**src/sv/ffca_pkg.sv**
```systemverilog
// ----------------------------------------------------------------------------
// ffca_pkg
// Shared types and codes for the first-fit cell allocator.
// ----------------------------------------------------------------------------
package ffca_pkg;

   localparam int POOL_CELLS_DEF = 256;

   // index / count width, large enough for the largest pool size and for
   // a release end of start + length
   localparam int IDX_W = 17;

   typedef logic [IDX_W-1:0] idx_type;
   typedef logic [1:0]       status_type;

   localparam status_type STATUS_OK      = 2'd0;
   localparam status_type STATUS_TOO_BIG = 2'd1;
   localparam status_type STATUS_NO_ROOM = 2'd2;

   localparam logic FUNC_ALLOC = 1'b0;
   localparam logic FUNC_FREE  = 1'b1;

   // scan token handed from cell to cell: free run length seen so far
   typedef struct packed {
      logic    valid;
      idx_type count;
   } token_type;

   // range write broadcast to all cells
   typedef struct packed {
      logic    en;
      logic    val;
      idx_type lo;
      idx_type hi;
   } mark_type;

endpackage

```
**src/sv/ffca_cell.sv**
```systemverilog
// ----------------------------------------------------------------------------
// ffca_cell
// One pool cell: occupancy bit, range write, and one stage of the scan chain.
// ----------------------------------------------------------------------------
module ffca_cell (
   input  logic                clock,
   input  logic                reset,
   input  ffca_pkg::idx_type   cell_idx,
   input  ffca_pkg::idx_type   run_len,
   input  ffca_pkg::mark_type  mark,
   input  ffca_pkg::token_type tok_prev,
   output ffca_pkg::token_type tok_next,
   output logic                hit
);
   import ffca_pkg::*;

   logic      busy_ff;
   logic      busy_in;
   token_type tok_ff;
   token_type tok_in;
   idx_type   run_cnt;

   always_comb begin
      run_cnt      = busy_ff ? '0 : idx_type'(tok_prev.count + 1'b1);
      hit          = tok_prev.valid && !busy_ff && (run_cnt == run_len);
      tok_in.valid = tok_prev.valid && !hit;
      tok_in.count = run_cnt;
      busy_in      = busy_ff;
      if (mark.en && (cell_idx >= mark.lo) && (cell_idx <= mark.hi)) begin
         busy_in = mark.val;
      end
   end

   always_ff @(posedge clock) begin
      if (reset) begin
         busy_ff <= 1'b0;
         tok_ff  <= '0;
      end else begin
         busy_ff <= busy_in;
         tok_ff  <= tok_in;
      end
   end

   assign tok_next = tok_ff;

endmodule

```
**config.mk**
```make
export PLATFORM = sky130hd
export DESIGN_NAME = ffca_cell
export DESIGN_NICKNAME = d
export VERILOG_FILES = /design/src/sv/ffca_pkg.sv /design/src/sv/ffca_cell.sv
export SDC_FILE = /design/constraint.sdc
export NUM_CORES = 1
export LEC_CHECK = 0
export ABC_AREA = 1
export BUFFER_PORTS_ARGS = -buffer_cell sky130_fd_sc_hd__buf_2
export CORE_MARGIN = 1.5
export CORE_UTILIZATION = 41
export DETAILED_ROUTE_END_ITERATION = 10
export PLACE_DENSITY = 0.71
export SKIP_LAST_GASP = 1
export SLEW_MARGIN = 5
export SYNTH_ARGS = -nofsm -noshare
export SYNTH_HDL_FRONTEND = slang
export SYNTH_SLANG_ARGS = --single-unit
```
**constraint.sdc**
```tcl
create_clock -name clock -period 1.7 [get_ports clock]
set_clock_uncertainty 0.15 [all_clocks]
set_input_delay 0 -clock clock [delete_from_list [all_inputs] [get_ports clock]]
set_output_delay 0 -clock clock [all_outputs]
set_load 0.1 [all_outputs]
```
==> flow_metrics.py <==
metrics = {
    "worst_setup_path": {
        "critPathSlowestCell": "dfxtp_4",
        "cpPeakStageDelay_ns": 0.39,
        "worstSetupPathType": "reg -> out",
        "crit_buf_inv": 3,
        "path_cells": "inv_6, buf_4, nand4_1, nand2_1, nor2_2, nand3_2, nor2_2, nand3_2, nor3_4, buf_12",
        "critPathTopFamily": "simple AND/OR/NAND/NOR gates",
        "cp-end-kind": "primary output",
        "worst_ep_arrival_time_ns": 2.01,
        "cp.required_ns": 1.55,
        "reg2reg_slack_ns": 0.08,
        "crit_fanout": 11,
        "critPathLaunchType": "flip-flop",
    },
    "timing": {
        "fin_hold_ws_ns": 0.0109,
        "worst_pin_slew_ns": 0.503,
        "hold_viol": 0,
        "rsz0062_at_grt": "true",
        "drv_slew": 0,
        "finalWorstSetupSlack_ns": -0.460,
        "setup_viol": 1,
        "post-route-period-util": 1.27,
        "maxSlewHeadroom": 0.667,
        "min_period_ns": 2.16,
        "max_freq_ghz": 0.463,
    },
    "placed_design": {
        "gp_congestion": 0.895,
        "hpwlAfterDp_microns": 5950,
        "io_buffers": 108,
    },
    "hold_path": {
        "hold_class": "in -> reg",
    },
    "synthesis": {
        "synth_cell_types": 27,
        "postSynthAreaPerCell_sq_um": 5.97,
        "synth_commonest_cells": "nand2_1, inv_1, nor2_1, ha_1, nand3_1",
        "synthesis.area_sq_um": 2420,
        "ys.flop_type": "dfxtp_1",
        "ys_ff_latch": 19,
        "yosysMostFrequentCell": "nand2_1",
        "seq_area_frac_synth": 0.157,
        "netlist_instances": 406,
        "ys_warn_count": 0,
        "synth_edf_count": 0,
        "synth_area_leaders": "ha_1, dfxtp_1, nand2_1",
        "postSynth.asyncResetShare": 0,
        "synth_top_cell_by_area": "ha_1",
        "syn_nets": 531,
        "yosys.area.top_type_share": 0.181,
    },
    "grt": {
        "grt_max_degree": 19,
        "grt_pass1_wl_microns": 11900,
        "grt_pass1_vias": 2972,
        "antenna_found_initial": 0,
        "overflow": 0,
        "track_usage": 0.231,
    },
    "final_layout": {
        "antenna_cells": 0,
        "drive_gt1_frac": 0.334,
        "syn_to_final_growth_pct": 46.1,
        "nets": 686,
    },
    "run_status": {
        "status": "complete, but fails checks",
        "violations": "setup timing",
    },
    "flow_run": {
        "cap_viol_max_count": 0,
    },
    "routing": {
        "first_pass_iters": 4,
        "wl_per_cell_microns": 11.4,
        "drt_iter0_markers": 123,
        "viasPerCell": 4.85,
        "wirelength_microns": 7220,
        "vias": 3065,
        "drtAntennaViolNets": 0,
        "drc": 0,
    },
    "clock_network": {
        "cts_sinks": 19,
        "cts_root_buffer": "clkbuf_8",
        "clk_latency_ns": 0.26,
        "htree_levels": 1,
        "cts_buffers": 3,
        "cts_max_path_buffers": 2,
        "tritoncts": "built",
        "clkTransAtPathRegs_ns": 0.08,
    },
    "floorplanning": {
        "dieWidth_microns": 79.9,
        "rows": 27,
        "initial_utilization": 0.432,
        "core_sq_um": 5610,
        "die-area_sq_um": 6380,
        "fp.dieH_microns": 79.9,
        "ios": 109,
    },
    "pwr": {
        "p_leak_nw": 2.13,
        "totalPowerFinal_mw": 1.80,
        "power_density_nw_per_um2": 508,
        "vdd_ir_drop_max_mv": 0.328,
    },
}
worst register-to-register path, delay by kind of cell (launching register included):
| kind | cells | cell delay [ns] |
|---|---|---|
| flops | 1 | 0.37 |
| buf+inv | 3 | 0.27 |
| simple gates | 7 | 0.66 |
| compound gates | 1 | 0.06 |
cells by family (layout without fill, tap and decap cells):
group           after synthesis  in the layout  share of synthesized area
simple gates                239            239                      0.463
buf+inv                      86            240                      0.135
fa+ha+maj                    35             35                      0.181
compound gates               26             26                     0.0609
flops                        19             19                      0.157
xor+xnor                      1              1                    0.00361
cells in the final DEF, fill, tap and decap left out, drive strengths merged:
| master | count |
|---|---|
| xor2 | 1 |
| ha | 35 |
| dlygate4sd3 | 8 |
| inv | 80 |
| o21a | 2 |
| buf | 147 |
| a21oi | 16 |
| nand3b | 3 |
| o21ai | 6 |
| clkbuf | 3 |
| nor3 | 6 |
| clkinv | 2 |
| nand2 | 104 |
| nand3 | 38 |
| nand4 | 27 |
| o21bai | 2 |
| and2 | 2 |
| nor2 | 58 |
| or2 | 1 |
| dfxtp | 19 |
power breakdown:
| group | switching, mW | internal [mW] | total [mW] |
|---|---|---|---|
| Clock | 0.164 | 0.163 | 0.327 |
| Combinational | 0.617 | 0.369 | 0.985 |
| Sequential | 0.0101 | 0.477 | 0.487 |
flip-flops by register name (all words and copies together) (netlist names):
name and cells:
tok_next 18, busy_ff 1
repair_timing:
item	in CTS	in global routing
hold endpoints to repair	13	0
setup endpoints to repair	1	3
hold buffers	8	0
setup buffers	8	1
gates resized for setup	6	12
pin swaps	5	7
per-stage QoR:
step | setup TNS, ns | worst slack, ns | utilization | cells | area (sq um)
final | -0.460 | -0.460 | 0.632 | 632 | 3540
after global routing | -0.537 | -0.537 | 0.632 | 632 | 3540
after CTS | -0.555 | -0.316 | 0.628 | 635 | 3520
after detailed placement | -0.211 | -0.173 | 0.591 | 615 | 3320
after global placement | -0.149 | -0.149 | 0.591 | 615 | 3320
after floorplan | -0.336 | -0.336 | - | 406 | 2450
final cells by class:
| cell class | instances | area [sq um] |
|---|---|---|
| Clock buffer | 3 | 41.3 |
| Clock inverter | 1 | 5.00 |
| Fill cell | 550 | 2060 |
| Inverter | 81 | 309 |
| Multi-Input combinational cell | 301 | 1780 |
| Sequential cell | 19 | 384 |
| Tap cell | 72 | 90.1 |
| Timing Repair Buffer | 155 | 936 |
metal layers:
layer,up-vias,share of wire,global-route usage
met1,1324,0.40,0.251
li1,1611,-,-
met3,17,0.069,0.0366
met5,-,0,0
met2,113,0.50,0.442
met4,0,0.029,0.0828
worst paths after layout:
path | depth (start not counted) | from | endpoint
hold / removal | 5 | tok_prev[15] | tok_next[15]$_SDFF_PP0_
setup / recovery | 10 | busy_ff$_SDFFE_PP0P_ | hit
setup reg to reg | 11 | busy_ff$_SDFFE_PP0P_ | tok_next[17]$_SDFF_PP0_
hold reg to reg | 2 | busy_ff$_SDFFE_PP0P_ | tok_next[0]$_SDFF_PP0_
(Power assumes the default switching activity.)
